<file path="src/hdl/skc_pkg.sv">
// Shared constants, types and codes of the soft-knee compressor.
package skc_pkg;

	// sample format
	localparam int SW = 24;
	localparam int E_W = $clog2(SW);

	// iteration counts of the log and the knee divider
	localparam int LOG_STEPS = 16;
	localparam int DIV_STEPS = 15;
	localparam int CNT_W = $clog2(LOG_STEPS);

	// fixed-point conversion factors
	localparam int DB_PER_LOG2_Q16 = 394566;
	localparam int LOG2_PER_DB_Q24 = 2786635;
	localparam int FLOOR_DB_Q8 = 30720;

	// widths of the log and gain stages
	localparam int A_W = 21;
	localparam int P_W = 18;
	localparam int PM_W = P_W + SW;
	localparam int RES_W = PM_W + 16;
	localparam int SH_W = $clog2(PM_W);

	// register map
	localparam int ADDR_W = 5;
	localparam logic [2:0] REG_THRESHOLD = 3'd0;
	localparam logic [2:0] REG_KNEE = 3'd1;
	localparam logic [2:0] REG_INV_RATIO = 3'd2;
	localparam logic [2:0] REG_ATTACK = 3'd3;
	localparam logic [2:0] REG_RELEASE = 3'd4;
	localparam logic [2:0] REG_MAKEUP = 3'd5;

	typedef struct packed {
		logic signed [15:0] threshold_db;
		logic [11:0] knee_width_db;
		logic [19:0] inverse_ratio;
		logic [15:0] attack_coef;
		logic [15:0] release_coef;
		logic signed [15:0] makeup_db;
	} cfg_t;

	typedef enum logic [4:0] {
		ST_IDLE, ST_MAG, ST_NORM, ST_LOG, ST_LVL, ST_LEVEL, ST_GAIN1, ST_GAIN2,
		ST_DIVSET, ST_DIV, ST_RED, ST_SM1, ST_SM2, ST_EXP1, ST_EXP2,
		ST_POLY1, ST_POLY2, ST_POLY3, ST_PMUL, ST_SHIFT, ST_PUSH
	} state_t;

	typedef enum logic [4:0] {
		OP_NONE, OP_LOAD, OP_MAG, OP_NORM, OP_LOG, OP_LVL, OP_LEVEL, OP_GAIN1,
		OP_GAIN2, OP_DIVSET, OP_DIV, OP_RED, OP_SM1, OP_SM2, OP_EXP1, OP_EXP2,
		OP_POLY1, OP_POLY2, OP_POLY3, OP_PMUL, OP_SHIFT, OP_PUSH
	} op_t;

	typedef struct packed {
		op_t op;
	} cmd_t;

	typedef struct packed {
		logic out_full;
	} sts_t;

endpackage

</file>
<file path="src/hdl/skc_ctrl.sv">
// Sequencer of the compressor: steps the datapath through one sample.
module skc_ctrl (
	input logic clk,
	input logic arst_n,
	input logic in_valid,
	output logic in_ready,
	input skc_pkg::sts_t sts,
	output skc_pkg::cmd_t cmd
);
	import skc_pkg::*;

	state_t state_q, state_d;
	logic [CNT_W-1:0] cnt_q;

	// hold state and iteration count
	always_ff @(posedge clk or negedge arst_n) begin
		if (!arst_n) begin
			state_q <= ST_IDLE;
			cnt_q <= '0;
		end else begin
			state_q <= state_d;
			if (state_q == ST_NORM) begin
				cnt_q <= CNT_W'(LOG_STEPS - 1);
			end else if (state_q == ST_DIVSET) begin
				cnt_q <= CNT_W'(DIV_STEPS - 1);
			end else if (cnt_q != '0) begin
				cnt_q <= cnt_q - 1'b1;
			end
		end
	end

	// next state
	always_comb begin
		state_d = state_q;
		unique case (state_q)
			ST_IDLE: if (in_valid) state_d = ST_MAG;
			ST_MAG: state_d = ST_NORM;
			ST_NORM: state_d = ST_LOG;
			ST_LOG: if (cnt_q == '0) state_d = ST_LVL;
			ST_LVL: state_d = ST_LEVEL;
			ST_LEVEL: state_d = ST_GAIN1;
			ST_GAIN1: state_d = ST_GAIN2;
			ST_GAIN2: state_d = ST_DIVSET;
			ST_DIVSET: state_d = ST_DIV;
			ST_DIV: if (cnt_q == '0) state_d = ST_RED;
			ST_RED: state_d = ST_SM1;
			ST_SM1: state_d = ST_SM2;
			ST_SM2: state_d = ST_EXP1;
			ST_EXP1: state_d = ST_EXP2;
			ST_EXP2: state_d = ST_POLY1;
			ST_POLY1: state_d = ST_POLY2;
			ST_POLY2: state_d = ST_POLY3;
			ST_POLY3: state_d = ST_PMUL;
			ST_PMUL: state_d = ST_SHIFT;
			ST_SHIFT: state_d = ST_PUSH;
			ST_PUSH: if (!sts.out_full) state_d = ST_IDLE;
			default: state_d = ST_IDLE;
		endcase
	end

	// datapath commands
	always_comb begin
		in_ready = (state_q == ST_IDLE);
		cmd.op = OP_NONE;
		unique case (state_q)
			ST_IDLE: if (in_valid) cmd.op = OP_LOAD;
			ST_MAG: cmd.op = OP_MAG;
			ST_NORM: cmd.op = OP_NORM;
			ST_LOG: cmd.op = OP_LOG;
			ST_LVL: cmd.op = OP_LVL;
			ST_LEVEL: cmd.op = OP_LEVEL;
			ST_GAIN1: cmd.op = OP_GAIN1;
			ST_GAIN2: cmd.op = OP_GAIN2;
			ST_DIVSET: cmd.op = OP_DIVSET;
			ST_DIV: cmd.op = OP_DIV;
			ST_RED: cmd.op = OP_RED;
			ST_SM1: cmd.op = OP_SM1;
			ST_SM2: cmd.op = OP_SM2;
			ST_EXP1: cmd.op = OP_EXP1;
			ST_EXP2: cmd.op = OP_EXP2;
			ST_POLY1: cmd.op = OP_POLY1;
			ST_POLY2: cmd.op = OP_POLY2;
			ST_POLY3: cmd.op = OP_POLY3;
			ST_PMUL: cmd.op = OP_PMUL;
			ST_SHIFT: cmd.op = OP_SHIFT;
			ST_PUSH: if (!sts.out_full) cmd.op = OP_PUSH;
			default: cmd.op = OP_NONE;
		endcase
	end

endmodule

</file>
<file path="config.mk">
export PLATFORM = sky130hd
export DESIGN_NAME = skc_ctrl
export DESIGN_NICKNAME = d
export VERILOG_FILES = /design/src/hdl/skc_pkg.sv /design/src/hdl/skc_ctrl.sv
export SDC_FILE = /design/constraint.sdc
export NUM_CORES = 1
export LEC_CHECK = 0
export ABC_AREA = 1
export BUFFER_PORTS_ARGS = -buffer_cell sky130_fd_sc_hd__buf_2
export CAP_MARGIN = 20
export CORE_AREA = 2 2 39 41
export CTS_BUF_LIST = sky130_fd_sc_hd__clkbuf_4 sky130_fd_sc_hd__clkbuf_8
export CTS_CLUSTER_DIAMETER = 30
export CTS_CLUSTER_SIZE = 25
export DETAILED_ROUTE_END_ITERATION = 16
export DIE_AREA = 0 0 41 43
export PLACE_DENSITY = 0.71
export SETUP_SLACK_MARGIN = 0.2
export SKIP_CTS_REPAIR_TIMING = 1
export SYNTH_ARGS = -nofsm -noshare
export SYNTH_HDL_FRONTEND = slang
export SYNTH_SLANG_ARGS = --single-unit
</file>
<file path="constraint.sdc">
create_clock -name clk -period 1.7 [get_ports clk]
set_input_delay 0.17 -clock clk [delete_from_list [all_inputs] [get_ports clk]]
set_output_delay 0.17 -clock clk [all_outputs]
set_load 0.05 [all_outputs]
</file>
==> out/qor.yml, run 1 <==
ios: 10
post_drt_wl_per_cell_um: 14.4
timing.fmax_ghz: 0.578
ys_warn_count: 0
use_met2: 0.294
crit_path_cell_trace: "nor2_4 -> buf_6 -> nand2_1 -> o21ai_2 -> nand2_2 -> nand3_2 -> nand2_2 -> buf_6"
die_area_um2: 1760
dieHeight_um: 43
rsz0062_at_grt: "yes"
finalNetCount: 127
yosysTopAreaCellShare: 0.343
synthTopCellsByArea: "dfrtp_1 34%, nand2_1 13%, nand3_1 7.6%"
std_cell_rows: 14
timing.setup.tns_ns: -0.0313
final-setup-viol-count: 1
syn-cell-area_um2: 657
synthesis.instances: 93
yosys_most_used_dff: "dfrtp_1"
synth-simple-area-share: 0.423
synth_xor_area_frac: 0
final_common_cell: "nand2_1"
synth.distinct_cells: 23
final_max_slew_viol_count: 0
dpl.hpwl_um: 1140
worst_slack_ns: -0.0313
violations: "setup timing"
clk_pin_slew_ns: 0.07
holdWs_ns: 0.229
ys_ff_latch: 9
critical_path_arrival_ns: 1.56
yosysTopAreaCell: "dfrtp_1"
worstMarginPinSlew_ns: 0.234
clock-sinks: 9
ant_nets: 0
antenna_cells: 0
grt_max_degree: 10
yosysSeqAreaShare: 0.343
grt.busiest_layer: "met2"
dp_cells: 119
path_class: "reg2out"
layout_min_cycle_time_ns: 1.73
io_buffers: 9
hold_class: "in2reg"
cpMaxStageDelayCell: "dfrtp_2"
grt_pass1_vias: 593
die_x_um: 41
clockRootBuffer: "clkbuf_4"
nFillCells: 97
gr-total-overflow: 0
drive_gt1_frac: 0.529
num_vias: 780
clock_skew_ns: 0.00841
via_per_inst: 5.69
cp_max_fo: 6
status: "finished with violations"
slowest_delay_ns: 0.47
cp.required_ns: 1.53
post-route-util: 0.724
antenna_found_initial: 0
drc_errors: 0
initial_utilization: 0.475
synth_top_family_by_area: "simple AND/OR/NAND/NOR gates"
synth_fa_ha_area_frac: 0.0190
maxCapViolCount: 0
clk_latency_ns: 0.28
synthArstFlopShare: 1.00
use_met1: 0.265
grt_pass1_wl_um: 2440
syn_to_final_growth_pct: 52.6
final_cell_mix: "19 x nand2_1, 13 x buf_4, 9 x inv_1, 9 x nand3_1"
synth.avg_cell_area_um2: 7.06
drt_iter0_markers: 23
first_pass_iters: 4
start_kind: "flip-flop"
synth_edf_count: 0
cts_buffers: 3
core_um2: 1380
cts_tree: "built"
routed_wirelength_um: 1970
synth-compound-area-share: 0.124
cts_htree_levels: 1
gp_congestion: 0.825
endpoint_kind: "output pin"
hold_viol_final: 0
final_cells: 137
syn-num-nets: 98
slew_headroom: 0.844
use_met3: 0.0576
post-route-period-util: 1.02
grt_usage: 0.206
clockBufferDepth: 2
muxShareOfSynthArea: 0
-- cell usage after synthesis, types with 2 or more instances --
| cell | count |
|---|---|
| dfrtp_1 | 9 |
| inv_1 | 11 |
| inv_2 | 4 |
| nand2_1 | 22 |
| nand2_2 | 2 |
| nand3_1 | 10 |
| nand3_2 | 2 |
| nand3b_1 | 2 |
| nand4_1 | 4 |
| nor2_1 | 10 |
| nor2_2 | 2 |
| o211ai_2 | 3 |
| o21ai_0 | 2 |
-- through the flow --
step                worst slack (ns)  cell area (um2)
global route                  -0.105             1000
global placement              0.0698              743
finish                       -0.0313             1000
detailed placement            0.0928              743
CTS                           -0.211              773
floorplan                      0.129              671
-- registers in the layout, summed over array words and instances, names as in the netlist --
| signal | flops |
|---|---|
| cnt_q | 4 |
| state_q | 5 |
-- worst paths after layout --
| kind | cells after the start | endpoint | slack, ns | from |
|---|---|---|---|---|
| setup / recovery | 8 | cmd[0] | -0.03 | state_q[3]$_DFFE_PN0P_ |
| hold / removal | 3 | state_q[2]$_DFFE_PN0P_ | 0.23 | sts |
| setup reg to reg | 8 | state_q[1]$_DFFE_PN0P_ | 0.34 | state_q[3]$_DFFE_PN0P_ |
| hold reg to reg | 2 | cnt_q[3]$_DFFE_PN0P_ | 0.55 | cnt_q[3]$_DFFE_PN0P_ |
| max in group asynchronous | 2 | state_q[1]$_DFFE_PN0P_ | 1.20 | arst_n |
| min in group asynchronous | 2 | cnt_q[2]$_DFFE_PN0P_ | 0.28 | arst_n |
-- cells by family after synthesis --
group                      after synthesis
AOI/OAI and AO/OA                       10
adders and majority gates                1
buffers and inverters                   16
DFF                                      9
and+or+nand+nor                         57
-- critical path, delay by kind of cell (launching register included) --
family / cells / cell delay [ns]
AO/OA/AOI/OAI: 1 / 0.08
buffers and inverters: 2 / 0.29
flip-flops: 1 / 0.47
AND/OR/NAND/NOR: 5 / 0.45
-- layout make-up --
cell class / instances / area (um2) / area share
Timing Repair Buffer: 24 / 205 / 0.205
Multi-Input combinational cell: 68 / 453 / 0.452
Sequential cell: 9 / 231 / 0.231
Tap cell: 16 / 20.0 / 0.0200
Clock buffer: 4 / 30.0 / 0.0300
Inverter: 16 / 62.6 / 0.0624
-- per-layer routing --
| metal | up-vias | wire [um] |
|---|---|---|
| li1 | 365 | - |
| met1 | 378 | 804 |
| met2 | 27 | 991 |
| met3 | 10 | 88 |
| met4 | 0 | 82 |
| met5 | - | 0 |
Power of run 1 is left out: the tool's default activity adds up to more than one toggle a clock period on the data nets, which glitch-free logic cannot reach.
==> inputs of run 2 (changes only) <==
==> config.mk (replaced) <==
export PLATFORM = sky130hd
export DESIGN_NAME = skc_ctrl
export DESIGN_NICKNAME = d
export VERILOG_FILES = /design/src/hdl/skc_pkg.sv /design/src/hdl/skc_ctrl.sv
export SDC_FILE = /design/constraint.sdc
export NUM_CORES = 1
export LEC_CHECK = 0
export ABC_AREA = 1
export CAP_MARGIN = 20
export CORE_MARGIN = 2
export CORE_UTILIZATION = 30
export CTS_BUF_LIST = sky130_fd_sc_hd__clkbuf_4 sky130_fd_sc_hd__clkbuf_8
export CTS_CLUSTER_DIAMETER = 30
export CTS_CLUSTER_SIZE = 25
export DETAILED_ROUTE_END_ITERATION = 16
export DONT_BUFFER_PORTS = 1
export SETUP_SLACK_MARGIN = 0.2
export SYNTH_ARGS = -nofsm -noshare
export SYNTH_HDL_FRONTEND = slang
export SYNTH_SLANG_ARGS = --single-unit
==> out/qor.yml, run 2 (same netlist as run 1, synthesis figures left out) <==
status: "complete, no violations"  # was finished with violations
syn_to_final_growth_pct: 54.9  # was 52.6%
gp_congestion: 0.861  # was 0.825
maxCapViolCount: 0  # unchanged
nFillCells: 192  # was 97
hold_path_depth: 2  # was 3
clk_latency_ns: 0.27  # was 0.28 ns
grt_usage: 0.160  # was 0.206
via_per_inst: 4.97  # was 5.69
hold_viol_final: 0  # unchanged
final_common_cell: "nand2_1"  # unchanged
drt_iter0_markers: 17  # was 23
core_um2: 2020  # was 1380 um2
initial_utilization: 0.325  # was 0.475
die_area_um2: 2580  # was 1760 um2
final_cells: 149  # was 137
start_kind: "flip-flop"  # unchanged
dpl-instance-area_um2: 749  # was 743 um2
grt_pass1_vias: 724  # was 593
largest_register_ffs: 5  # unchanged
slew_headroom: 0.695  # was 0.844
endpoint_kind: "output pin"  # unchanged
rsz0062_at_grt: "yes"  # unchanged
largest-register: "state_q"  # unchanged
final_max_slew_viol_count: 0  # unchanged
dieHeight_um: 50.8  # was 43 um
hold_class: "in2reg"  # unchanged
clk_pin_slew_ns: 0.07  # about the same
layout_min_cycle_time_ns: 1.63  # was 1.73 ns
post-place-ws_ns: 0.187  # was 0.0928 ns
die_x_um: 50.8  # was 41 um
gr-total-overflow: 0  # unchanged
clockBufferDepth: 2  # unchanged
drive_gt1_frac: 0.533  # was 0.529
antenna_cells: 0  # unchanged
cp.required_ns: 1.53  # about the same
post-route-period-util: 0.960  # was 1.02
reg_top3: "state_q (5), cnt_q (4)"  # unchanged
cts_tree: "built"  # unchanged
std_cell_rows: 16  # was 14
post_drt_wl_per_cell_um: 12.2  # was 14.4 um
slowest_delay_ns: 0.47  # about the same
ant_nets: 0  # unchanged
io_buffers: 0  # was 9
timing.setup.tns_ns: 0  # was -0.0313 ns
cp_max_fo: 6  # unchanged
worst_slack_ns: 0.0683  # was -0.0313 ns
dpl.hpwl_um: 1080  # was 1140 um
worstMarginPinSlew_ns: 0.456  # was 0.234 ns
ios: 10  # unchanged
reg2regPathDepth: 9  # was 8
finalNetCount: 128  # was 127
drc_errors: 0  # unchanged
clock-sinks: 9  # unchanged
final_cell_mix: "20 x nand2_1, 19 x buf_4, 10 x inv_1, 8 x nand3_1, 6 x nor2_2"  # was 19 x nand2_1, 13 x buf_4, 9 x inv_1, 9 x nand3_1
dp_cells: 126  # was 119
final_area_um2: 1020  # was 1000 um2
cts_htree_levels: 1  # unchanged
antenna_found_initial: 0  # unchanged
critical_path_arrival_ns: 1.46  # was 1.56 ns
crit_path_cell_trace: "nor2_4 -> nand4_1 -> nand2_1 -> inv_2 -> nand3_2 -> nand2_4"  # was nor2_4 -> buf_6 -> nand2_1 -> o21ai_2 -> nand2_2 -> nand3_2 -> nand2_2 -> buf_6
routed_wirelength_um: 1820  # was 1970 um
first_pass_iters: 4  # unchanged
path_class: "reg2out"  # unchanged
final-setup-viol-count: 0  # was 1
cpMaxStageDelayCell: "dfrtp_2"  # unchanged
regArea_um2: 231  # unchanged
multi_input_area_um2: 447  # was 453 um2
grt_max_degree: 10  # unchanged
num_vias: 741  # was 780
clock_skew_ns: 0.00236  # was 0.00841 ns
clockRootBuffer: "clkbuf_4"  # unchanged
cts_buffers: 3  # unchanged
grt_pass1_wl_um: 2970  # was 2440 um
timing.fmax_ghz: 0.613  # was 0.578 GHz
## run 2: routing by layer
layer | routed length (um) | vias to the layer above | part of all wire | global-route usage
met2 | 960 | 19 | 0.53 | 0.279
met1 | 743 | 347 | 0.41 | 0.160
met4 | 55 | 0 | 0.030 | 0.104
met5 | 0 | - | 0 | 0
li1 | - | 367 | - | -
met3 | 61 | 8 | 0.033 | 0.0536
## run 2: cell type report
class,instances,share of cell area
clock buffer,4,0.0295
inverter,16,0.0615
multi-input combinational,68,0.439
sequential,9,0.228
tap,27,0.0332
timing repair buffer,25,0.209
## run 2: critical path: cells and delay by family (launching register included)
kind | cells | cell delay [ns]
simple gates | 5 | 0.66
flops | 1 | 0.47
buf+inv | 1 | 0.05
## run 2: final timing paths
check | startpoint | to | slack [ns]
setup / recovery | state_q[0]$_DFFE_PN0P_ | cmd[0] | 0.07
setup reg to reg | state_q[4]$_DFFE_PN0P_ | state_q[1]$_DFFE_PN0P_ | 0.27
hold / removal | sts | state_q[2]$_DFFE_PN0P_ | 0.13
max in group asynchronous | arst_n | state_q[2]$_DFFE_PN0P_ | 1.08
hold reg to reg | cnt_q[3]$_DFFE_PN0P_ | cnt_q[3]$_DFFE_PN0P_ | 0.55
min in group asynchronous | arst_n | state_q[4]$_DFFE_PN0P_ | 0.28
## run 2: repair_timing
action	in CTS	in global routing
endpoints found under the hold margin	9	0
endpoints found under the setup margin	6	7
buffers inserted	13	5
hold buffers	1	0
pin swaps	7	10
gates cloned	0	0
gates resized for setup	22	9
## run 2: metrics by stage
| stage | hold slack, ns | util |
|---|---|---|
| 2_1_floorplan | -0.126 | - |
| 3_3_place_gp | -0.125 | 0.371 |
| 3_5_place_dp | -0.125 | 0.371 |
| 4_1_cts | 0.121 | 0.470 |
| 5_1_grt | 0.140 | 0.503 |
| 6_report | 0.133 | 0.503 |
Power of run 2 is left out for the same reason.
==> inputs of run 3 (changes only) <==
--- a/config.mk
+++ b/config.mk
@@ -14,7 +14,9 @@
 export CTS_CLUSTER_SIZE = 25
 export DETAILED_ROUTE_END_ITERATION = 16
 export DONT_BUFFER_PORTS = 1
+export PLACE_DENSITY = 0.51
 export SETUP_SLACK_MARGIN = 0.2
+export SKIP_CTS_REPAIR_TIMING = 1
 export SYNTH_ARGS = -nofsm -noshare
 export SYNTH_HDL_FRONTEND = slang
 export SYNTH_SLANG_ARGS = --single-unit
==> out/qor.yml, run 3 (same netlist as run 1, synthesis figures left out) <==
cts_htree_levels: 1  # unchanged
core_um2: 2020  # unchanged
maxCapViolCount: 0  # unchanged
dieHeight_um: 50.8  # unchanged
grt_pass1_vias: 534  # was 724
syn_to_final_growth_pct: 44.0  # was 54.9%
via_per_inst: 4.77  # was 4.97
reg_top3: "state_q (5), cnt_q (4)"  # unchanged
final_area_um2: 946  # was 1020 um2
ant_nets: 0  # unchanged
final_cells: 137  # was 149
endpoint_kind: "output pin"  # unchanged
post-route-period-util: 0.974  # was 0.960
clockBufferDepth: 2  # unchanged
status: "complete, no violations"  # unchanged
grt_max_degree: 10  # unchanged
drive_gt1_frac: 0.436  # was 0.533
drc_errors: 0  # unchanged
path_delay_family: "simple AND/OR/NAND/NOR gates"  # unchanged
nFillCells: 209  # was 192
drt_iter0_markers: 14  # was 17
io_buffers: 0  # unchanged
multi_input_area_um2: 445  # was 447 um2
path_class: "reg2out"  # unchanged
cpMaxStageDelayCell: "dfrtp_2"  # unchanged
slew_headroom: 0.693  # was 0.695
finalNetCount: 116  # was 128
std_cell_rows: 16  # unchanged
dpl.hpwl_um: 1170  # was 1080 um
largest_register_ffs: 5  # unchanged
largest-register: "state_q"  # unchanged
die_x_um: 50.8  # unchanged
worst-path-buf-inv: 1  # unchanged
gp_congestion: 0.859  # was 0.861
slowest_delay_ns: 0.45  # was 0.47 ns
die_area_um2: 2580  # unchanged
grt_usage: 0.119  # was 0.160
dp_cells: 126  # unchanged
post_drt_wl_per_cell_um: 12.1  # was 12.2 um
critical_path_arrival_ns: 1.49  # was 1.46 ns
regArea_um2: 231  # unchanged
clk_pin_slew_ns: 0.06  # was 0.07 ns
routed_wirelength_um: 1660  # was 1820 um
antenna_found_initial: 0  # unchanged
final_common_cell: "nand2_1"  # unchanged
antenna_cells: 0  # unchanged
hold_viol_final: 0  # unchanged
clock-sinks: 9  # unchanged
worstMarginPinSlew_ns: 0.459  # was 0.456 ns
final_cell_mix: "20 x nand2_1, 10 x inv_1, 9 x nand3_1, 7 x buf_4, 6 x nor2_1"  # was 20 x nand2_1, 19 x buf_4, 10 x inv_1, 8 x nand3_1, 6 x nor2_2
dpl-instance-area_um2: 774  # was 749 um2
cp_max_fo: 5  # was 6
cp.required_ns: 1.53  # about the same
crit_path_cell_trace: "nor2_4 -> buf_4 -> nand2_1 -> o21ai_2 -> nand2_2 -> nand3_2 -> nand2_4"  # was nor2_4 -> nand4_1 -> nand2_1 -> inv_2 -> nand3_2 -> nand2_4
final-setup-viol-count: 0  # unchanged
start_kind: "flip-flop"  # unchanged
timing.fmax_ghz: 0.604  # was 0.613 GHz
cts_buffers: 3  # unchanged
hold_class: "in2reg"  # unchanged
initial_utilization: 0.325  # unchanged
final_max_slew_viol_count: 0  # unchanged
layout_min_cycle_time_ns: 1.66  # was 1.63 ns
cts_tree: "built"  # unchanged
first_pass_iters: 4  # unchanged
worst_slack_ns: 0.0441  # was 0.0683 ns
clk_latency_ns: 0.26  # was 0.27 ns
gr-total-overflow: 0  # unchanged
rsz0062_at_grt: "yes"  # unchanged
grt_pass1_wl_um: 2280  # was 2970 um
num_vias: 654  # was 741
post-place-ws_ns: 0.144  # was 0.187 ns
ios: 10  # unchanged
clockRootBuffer: "clkbuf_4"  # unchanged
clock_skew_ns: 0.00136  # was 0.00236 ns
-- run 3: cell types whose count changed in the layout (fill, tap and decap cells not counted), sizes merged --
cell    previous run  this run
buf               24        12
clkinv             0         1
inv               16        15
-- run 3: layout make-up --
class / instances / area share
sequential: 9 / 0.245
multi-input combinational: 68 / 0.471
timing repair buffer: 13 / 0.148
tap: 27 / 0.0357
inverter: 16 / 0.0688
clock buffer: 4 / 0.0317
-- run 3: metal layers --
metal | track usage | up-vias | wire length [um] | part of all wire
met3 | 0.0446 | 0 | 49 | 0.030
met5 | 0 | - | 0 | 0
met4 | 0.0135 | 0 | 0 | 0
met1 | 0.159 | 308 | 756 | 0.46
li1 | - | 337 | - | -
met2 | 0.189 | 9 | 853 | 0.51
-- run 3: worst paths after layout --
path,start,endpoint,slack (ns),depth (start not counted)
min reg2reg,cnt_q[3]$_DFFE_PN0P_,cnt_q[3]$_DFFE_PN0P_,0.53,2
min in group asynchronous,arst_n,cnt_q[3]$_DFFE_PN0P_,0.29,1
min,sts,state_q[2]$_DFFE_PN0P_,0.13,2
max reg2reg,state_q[2]$_DFFE_PN0P_,cnt_q[3]$_DFFE_PN0P_,0.43,5
max in group asynchronous,arst_n,state_q[2]$_DFFE_PN0P_,1.07,1
max,state_q[2]$_DFFE_PN0P_,cmd[0],0.04,7
-- run 3: per-stage QoR --
stage          TNS [ns]  hold slack, ns  utilization
2_1_floorplan         0          -0.126            -
5_1_grt         -0.0502           0.134        0.468
3_3_place_gp          0          -0.125        0.383
3_5_place_dp          0          -0.125        0.383
4_1_cts          -0.417          -0.416        0.398
6_report              0           0.127        0.468
Power of run 3 is left out for the same reason.
